===== src/rtl/core/three_axis_glitch_filter_top_macros.svh =====
// ----------------------------------------------------------------------------
// Assertion macros for the three-axis glitch filter
// Each macro expects clk and rst_n to be visible in the module that uses it.
// ----------------------------------------------------------------------------
`ifndef THREE_AXIS_GLITCH_FILTER_TOP_MACROS_SVH
`define THREE_AXIS_GLITCH_FILTER_TOP_MACROS_SVH

// Consequent checked in the same cycle as the antecedent.
`define TAGF_ASSERT_SAME(lbl, ante, cons) \
    lbl: assert property (@(posedge clk) disable iff (!rst_n) (ante) |-> (cons)) \
        else $error("tagf check failed");

// Consequent checked in the cycle after the antecedent.
`define TAGF_ASSERT_NEXT(lbl, ante, cons) \
    lbl: assert property (@(posedge clk) disable iff (!rst_n) (ante) |=> (cons)) \
        else $error("tagf check failed");

`endif


===== src/rtl/core/tagf_pkg.sv =====
// ----------------------------------------------------------------------------
// tagf_pkg
// Shared types and constants of the three-axis glitch filter.
// ----------------------------------------------------------------------------
package tagf_pkg;

    localparam int AXES       = 3;
    localparam int AXIS_W     = 16;
    localparam int GAIN_W     = 48;
    localparam int SCALED_W   = 64;
    localparam int COUNT_W    = 16;
    localparam int CFG_IDX_W  = 2;
    localparam int S_TDATA_W  = AXES * AXIS_W;
    localparam int M_PAYLOAD_W = AXES * AXIS_W + AXES * SCALED_W + 1 + COUNT_W;
    localparam int M_TDATA_W  = ((M_PAYLOAD_W + 7) / 8) * 8;

    // unit modes
    localparam logic [1:0] MODE_NONE     = 2'd0;
    localparam logic [1:0] MODE_NANO     = 2'd1;
    localparam logic [1:0] MODE_TESLA    = 2'd2;
    localparam logic [1:0] MODE_FALLBACK = 2'd3;

    // register indexes
    localparam logic [CFG_IDX_W-1:0] REG_THRESHOLD = 2'd0;
    localparam logic [CFG_IDX_W-1:0] REG_GAIN_NANO = 2'd1;
    localparam logic [CFG_IDX_W-1:0] REG_GAIN_T    = 2'd2;
    localparam logic [CFG_IDX_W-1:0] REG_GAIN_FB   = 2'd3;

    // register reset values
    localparam logic [AXIS_W-1:0] THRESHOLD_RST = 16'd50;
    localparam logic [GAIN_W-1:0] GAIN_NANO_RST = 48'd80264348303360;
    localparam logic [GAIN_W-1:0] GAIN_T_RST    = 48'd80264;
    localparam logic [GAIN_W-1:0] GAIN_FB_RST   = 48'd1099511627776;

    // in-range window
    localparam logic signed [AXIS_W-1:0] WIN_LOW  = -16'sd2048;
    localparam logic signed [AXIS_W-1:0] WIN_HIGH = 16'sd2047;

    typedef logic signed [AXIS_W-1:0] axis_t;

    typedef struct packed {
        logic [1:0]        mode;
        axis_t [AXES-1:0]  sample;
    } raw_beat_t;

    typedef struct packed {
        logic [1:0]         mode;
        axis_t [AXES-1:0]   held;
        logic [COUNT_W-1:0] count;
    } filt_beat_t;

    typedef struct packed {
        logic [GAIN_W-1:0] nano;
        logic [GAIN_W-1:0] tesla;
        logic [GAIN_W-1:0] fallback;
    } gains_t;

endpackage


===== src/rtl/core/tagf_filter_stage.sv =====
// ----------------------------------------------------------------------------
// tagf_filter_stage
// Glitch filter state and one registered stage holding held sample + count.
// ----------------------------------------------------------------------------
`include "three_axis_glitch_filter_top_macros.svh"

module tagf_filter_stage
    import tagf_pkg::*;
(
    input  logic               clk,
    input  logic               rst_n,
    input  logic               in_valid,
    output logic               in_ready,
    input  raw_beat_t          in_beat,
    input  logic [AXIS_W-1:0]  threshold,
    output logic               out_valid,
    input  logic               out_ready,
    output filt_beat_t         out_beat
);

    function automatic logic [AXIS_W-1:0] abs_diff(input axis_t a, input axis_t b);
        logic signed [AXIS_W:0] d;
        logic signed [AXIS_W:0] n;
        d = $signed({a[AXIS_W-1], a}) - $signed({b[AXIS_W-1], b});
        n = -d;
        return d[AXIS_W] ? n[AXIS_W-1:0] : d[AXIS_W-1:0];
    endfunction

    logic                          first_reg, first_next;
    axis_t [AXES-1:0]              latest_reg, latest_next;
    axis_t [AXES-1:0]              held_reg, held_next;
    logic [AXES-1:0][AXIS_W-1:0]   jump_reg, jump_next;
    logic [COUNT_W-1:0]            count_reg, count_next;
    logic                          out_valid_reg;
    filt_beat_t                    out_beat_reg;
    logic                          jumped;
    logic                          prev_jumped;
    logic                          adv;

    assign in_ready  = !out_valid_reg || out_ready;
    assign adv       = in_valid && in_ready;
    assign out_valid = out_valid_reg;
    assign out_beat  = out_beat_reg;

    always_comb
    begin
        first_next  = first_reg;
        latest_next = latest_reg;
        held_next   = held_reg;
        jump_next   = jump_reg;
        count_next  = count_reg;
        jumped      = 1'b0;
        prev_jumped = 1'b0;
        if (first_reg)
        begin
            latest_next = in_beat.sample;
            held_next   = in_beat.sample;
            jump_next   = '0;
            count_next  = '0;
            first_next  = 1'b0;
        end
        else
        begin
            for (int i = 0; i < AXES; i++)
            begin
                jump_next[i]   = abs_diff(held_reg[i], latest_reg[i]);
                held_next[i]   = latest_reg[i];
                latest_next[i] = in_beat.sample[i];
            end
        end
        for (int i = 0; i < AXES; i++)
        begin
            if (abs_diff(in_beat.sample[i], held_next[i]) > threshold)
                jumped = 1'b1;
            if (jump_next[i] > threshold)
                prev_jumped = 1'b1;
        end
        if (jumped)
        begin
            if (prev_jumped)
                held_next = in_beat.sample;
            else
                count_next = count_next + 16'd1;
        end
    end

    always_ff @(posedge clk or negedge rst_n)
    begin
        if (!rst_n)
        begin
            first_reg     <= 1'b1;
            latest_reg    <= '0;
            held_reg      <= '0;
            jump_reg      <= '0;
            count_reg     <= '0;
            out_valid_reg <= 1'b0;
        end
        else
        begin
            if (adv)
            begin
                first_reg  <= first_next;
                latest_reg <= latest_next;
                held_reg   <= held_next;
                jump_reg   <= jump_next;
                count_reg  <= count_next;
            end
            if (adv)
                out_valid_reg <= 1'b1;
            else if (out_ready)
                out_valid_reg <= 1'b0;
        end
    end

    always_ff @(posedge clk)
    begin
        if (adv)
        begin
            out_beat_reg.mode  <= in_beat.mode;
            out_beat_reg.held  <= held_next;
            out_beat_reg.count <= count_next;
        end
    end

    // filter state moves only with an accepted beat
    `TAGF_ASSERT_NEXT(a_count_holds, !adv, $stable(count_reg) && $stable(held_reg))
    // the seed beat happens once
    `TAGF_ASSERT_NEXT(a_first_once, !first_reg, !first_reg)
    // the counter steps by at most one per beat
    `TAGF_ASSERT_NEXT(a_count_step, adv && !first_reg,
        (count_reg == $past(count_reg)) || (count_reg == COUNT_W'($past(count_reg) + 16'd1)))

endmodule


===== config.mk =====
export PLATFORM = sky130hd
export DESIGN_NAME = tagf_filter_stage
export DESIGN_NICKNAME = d
export VERILOG_FILES = /design/src/rtl/core/tagf_pkg.sv /design/src/rtl/core/tagf_filter_stage.sv
export VERILOG_INCLUDE_DIRS = /design/src /design/src/rtl/core
export SDC_FILE = /design/constraint.sdc
export NUM_CORES = 1
export LEC_CHECK = 0
export BUFFER_PORTS_ARGS = -buffer_cell sky130_fd_sc_hd__buf_2
export CAP_MARGIN = 25
export CORE_ASPECT_RATIO = 0.8
export CORE_UTILIZATION = 55
export CTS_BUF_LIST = sky130_fd_sc_hd__clkbuf_2
export CTS_CLUSTER_DIAMETER = 150
export DETAILED_ROUTE_END_ITERATION = 12
export PLACE_DENSITY = 0.8
export SLEW_MARGIN = 20
export SYNTH_ARGS = -nofsm -noshare
export SYNTH_HDL_FRONTEND = slang
export SYNTH_SLANG_ARGS = --single-unit

===== constraint.sdc =====
create_clock -name clk -period 9.7 [get_ports clk]
set_clock_uncertainty 0.2 [all_clocks]
set_input_delay 0.97 -clock clk [delete_from_list [all_inputs] [get_ports clk]]
set_output_delay 0.97 -clock clk [all_outputs]
set_load 0.02 [all_outputs]

==> impl_metrics.csv <==
group,metric,value,unit
detailed_routing,wl,40200,um
floorplan,io_pins,138,
critical_path,rrSetupSlack,1.82,ns
synthesis,synth_warnings,0,
clock_network,clk_path_buf_depth,2,
detailed_routing,drtIter0Drc,968,
clock_network,cts_buffers,17,
global_routing,antenna_found_initial,4,
clock_network,cts.sinks,180,
clock_network,htreeDepth,4,
clock_network,path_clk_slew,0.31,ns
timing,rsz0062_at_grt,"no",
synthesis,synth.top_cell.area_share,17.0,%
synthesis,synth_area_leaders,"dfrtp_1 17%, ha_1 15%, edfxtp_1 12%",
timing,setup_tns,0,ns
critical_path,cp_max_fo,66,
flow_run,maxCapViolations,0,
synthesis,synthCells,1953,
synthesis,syn_area,16600,um2
detailed_routing,drcViolationCount,0,
pwr,finalPower,7.16,mW
floorplan,die_h,157,um
pwr,power_frac_clock,6.5,%
timing,setup_viol,0,
clock_network,ctsResizeCount,0,
synthesis,muxShareOfSynthArea,6.94,%
synthesis,ys_seq_elements,180,
critical_path,path_class,"reg -> reg",
global_routing,grt_overflow,0,
critical_path,cp-start-kind,"register",
critical_path,end_kind,"register",
timing,period_minus_slack,7.88,ns
critical_path,slowest_stage,"dfstp_4",
floorplan,start_util,56.3,%
finish,final_util,61.4,%
outcome,status,"finished clean",
finish,final_nets,2344,
pwr,power.switching,3.55,mW
synthesis,ys_seq_area_share,29.1,%
timing,timing.fmax,0.127,GHz
critical_path,arrival,8.49,ns
global_routing,first_global_vias,13800,
finish,layout-drive-gt1-share,14.8,%
timing,hold_slack,0.0918,ns
synthesis,ys.flop_type,"dfrtp_1",
floorplan,num_rows,56,
timing,post-route-period-util,81.3,%
detailed_routing,antenna_left,0,
place,port_buffers,137,
critical_path,cp_slowest_stage_delay,1.08,ns
synthesis,synth-simple-area-share,17.0,%
timing,slew_headroom,36.4,%
finish,area_delta_synth_final,8.96,%
critical_path,cp.required,10.31,ns
synthesis,synth-edff-count,66,
critical_path,crit_top_cell,"o21ai_0",
pwr,switching_share,49.5,%
finish,seq_area,4840,um2
place,hpwl,31000,um
pwr,vdd_ir_drop_max,0.263,mV
synthesis,synthXorXnorAreaFrac,7.69,%
floorplan,dieArea,30900,um2
place,gp_congestion,0.889,
pwr,power_density,396,nW/um2
finish,largest_reg_flops,66,
timing,final-max-slew-violation-count,0,
critical_path,crit_buf_inv,4,
detailed_routing,vias,14500,
pwr,intPower,3.62,mW
synthesis,synth_top_area_cell,"dfrtp_1",
global_routing,grt_use_total,26.5,%
place,dpl.cell_count,2444,
synthesis,async_flop_share,63.3,%
floorplan,core_area,29500,um2
synthesis,synth_nets,2228,
synthesis,synth_compound_area_share,18.4,%
detailed_routing,vias_per_cell,5.83,
finish,n_fill_cell,2600,
synthesis,synth_cell_types,73,
floorplan,die_w,196,um
pwr,power_frac_comb,75.3,%
timing,tightest_slew,0.951,ns
clock_network,cts_root_buffer,"clkbuf_2",
clock_network,cts_tree,"yes",
global_routing,grt_pass1_wl,66200,um
clock_network,clk_latency,0.95,ns
detailed_routing,wl_per_cell,16.1,um
pwr,p_leak,8.09,nW
global_routing,grt_max_degree,116,
detailed_routing,firstDrtPassIters,8,
timing,hold_violations,0,
synthesis,synth_top_family_by_area,"compound AO/OA/AOI/OAI gates",
synthesis,avgSynthCellArea,8.51,um2
finish,multi_input_area,10900,um2
finish,layout.cells.non_filler,2493,
pwr,seqPwrFrac,18.2,%
hold_path,hold_path.class,"in -> reg",
synthesis,synth_fa_ha_area_share,15.7,%
critical_path,cp_top_family,"compound AO/OA/AOI/OAI gates",
[kinds of logic after synthesis]
family / after synthesis
and+or+nand+nor: 596
AOI/OAI and AO/OA: 496
buffers and inverters: 227
adders and majority gates: 205
DFF: 180
xor gates and xnor gates: 146
muxes: 103
[power by group through the flow]
stage	clock [mW]	combinational [mW]	sequential, mW
CTS	0.479	5.34	1.31
global route	0.504	5.97	1.34
finish	0.464	5.39	1.31
floorplan	0	3.95	1.46
global placement	0	5.09	1.32
detailed placement	0	5.30	1.32
[cell usage in the layout, fill, tap and decap left out, drive strengths merged, types with 6 or more instances in the layout]
cell,count
a211oi,10
a21o,38
a21oi,127
a31oi,20
and2,10
and3,16
buf,149
clkbuf,18
dfrtp,113
dlygate4sd3,10
edfxtp,66
fa,6
ha,199
inv,173
mux2,98
nand2,167
nand2b,26
nand3,43
nand4,26
nor2,155
nor2b,41
nor3,56
nor4,9
o211ai,13
o21a,30
o21ai,168
o21bai,7
o22ai,6
o31a,10
o31ai,8
or2,16
or3,19
xnor2,91
xor2,55
[final timing paths]
| path | start | to | depth (start not counted) |
|---|---|---|---|
| setup / recovery | first_reg | held_reg[10] | 27 |
| hold / removal | in_beat[44] | latest_reg[44] | 3 |
| setup reg to reg | first_reg | held_reg[10] | 27 |
| hold reg to reg | held_reg[0] | held_reg[0] | 1 |
| max in group asynchronous | rst_n | latest_reg[37] | 3 |
| min in group asynchronous | rst_n | latest_reg[10] | 2 |
[what timing repair did]
| item | 4_1_cts | 5_1_grt |
|---|---|---|
| setup endpoints to repair | 0 | 0 |
| buffers inserted | 0 | 0 |
| hold buffers | 10 | 0 |
| hold endpoints to repair | 61 | 0 |
[tightest hold or removal path: stages]
cell	delay [ns]
buf_2	0.11
nand2_1	0.05
o21ai_0	0.07
[stage by stage]
step                      setup slack (ns)  area (um2)
after detailed placement              1.88       17700
final                                 1.82       18100
after global placement                2.05       17700
after global routing                  1.16       18100
after floorplan                       2.92       16600
after CTS                             1.81       18100
[Yosys cell counts, types with 7 or more instances]
cell,instances
o21a_1,30
nand2_1,167
o31ai_1,7
dfrtp_1,113
xor2_1,55
clkbuf_1,60
nand4_1,26
o21bai_1,7
xnor2_1,91
o31a_1,10
a31oi_1,20
or3_1,19
o211ai_1,13
and3_1,16
nor2b_1,41
or2_2,16
nor3_1,56
inv_1,164
a21o_1,38
nand3_1,43
nor2_1,155
o21ai_0,167
a211oi_1,10
edfxtp_1,66
ha_1,199
mux2_2,98
nand2b_1,26
nor4_1,9
a21oi_1,127
and2_1,9
[area by class of cell]
type	count	share of cell area, %
Sequential cell	180	26.7
Inverter	164	3.43
Multi-Input combinational cell	1546	60.4
Clock inverter	15	1.13
Antenna cell	5	0.0691
Tap cell	406	2.81
Clock buffer	17	0.470
Timing Repair Buffer	160	5.00
[routing by layer]
| metal | track usage (%) | part of all wire, % | routed length, um | vias up |
|---|---|---|---|---|
| met5 | 0 | 0 | 0 | - |
| met4 | 6.99 | 1.7 | 678 | 0 |
| met3 | 5.27 | 5.3 | 2150 | 56 |
| met2 | 43.3 | 46 | 18400 | 412 |
| met1 | 35.8 | 47 | 19000 | 6869 |
| li1 | - | - | - | 7196 |
(Power assumes the default switching activity.)
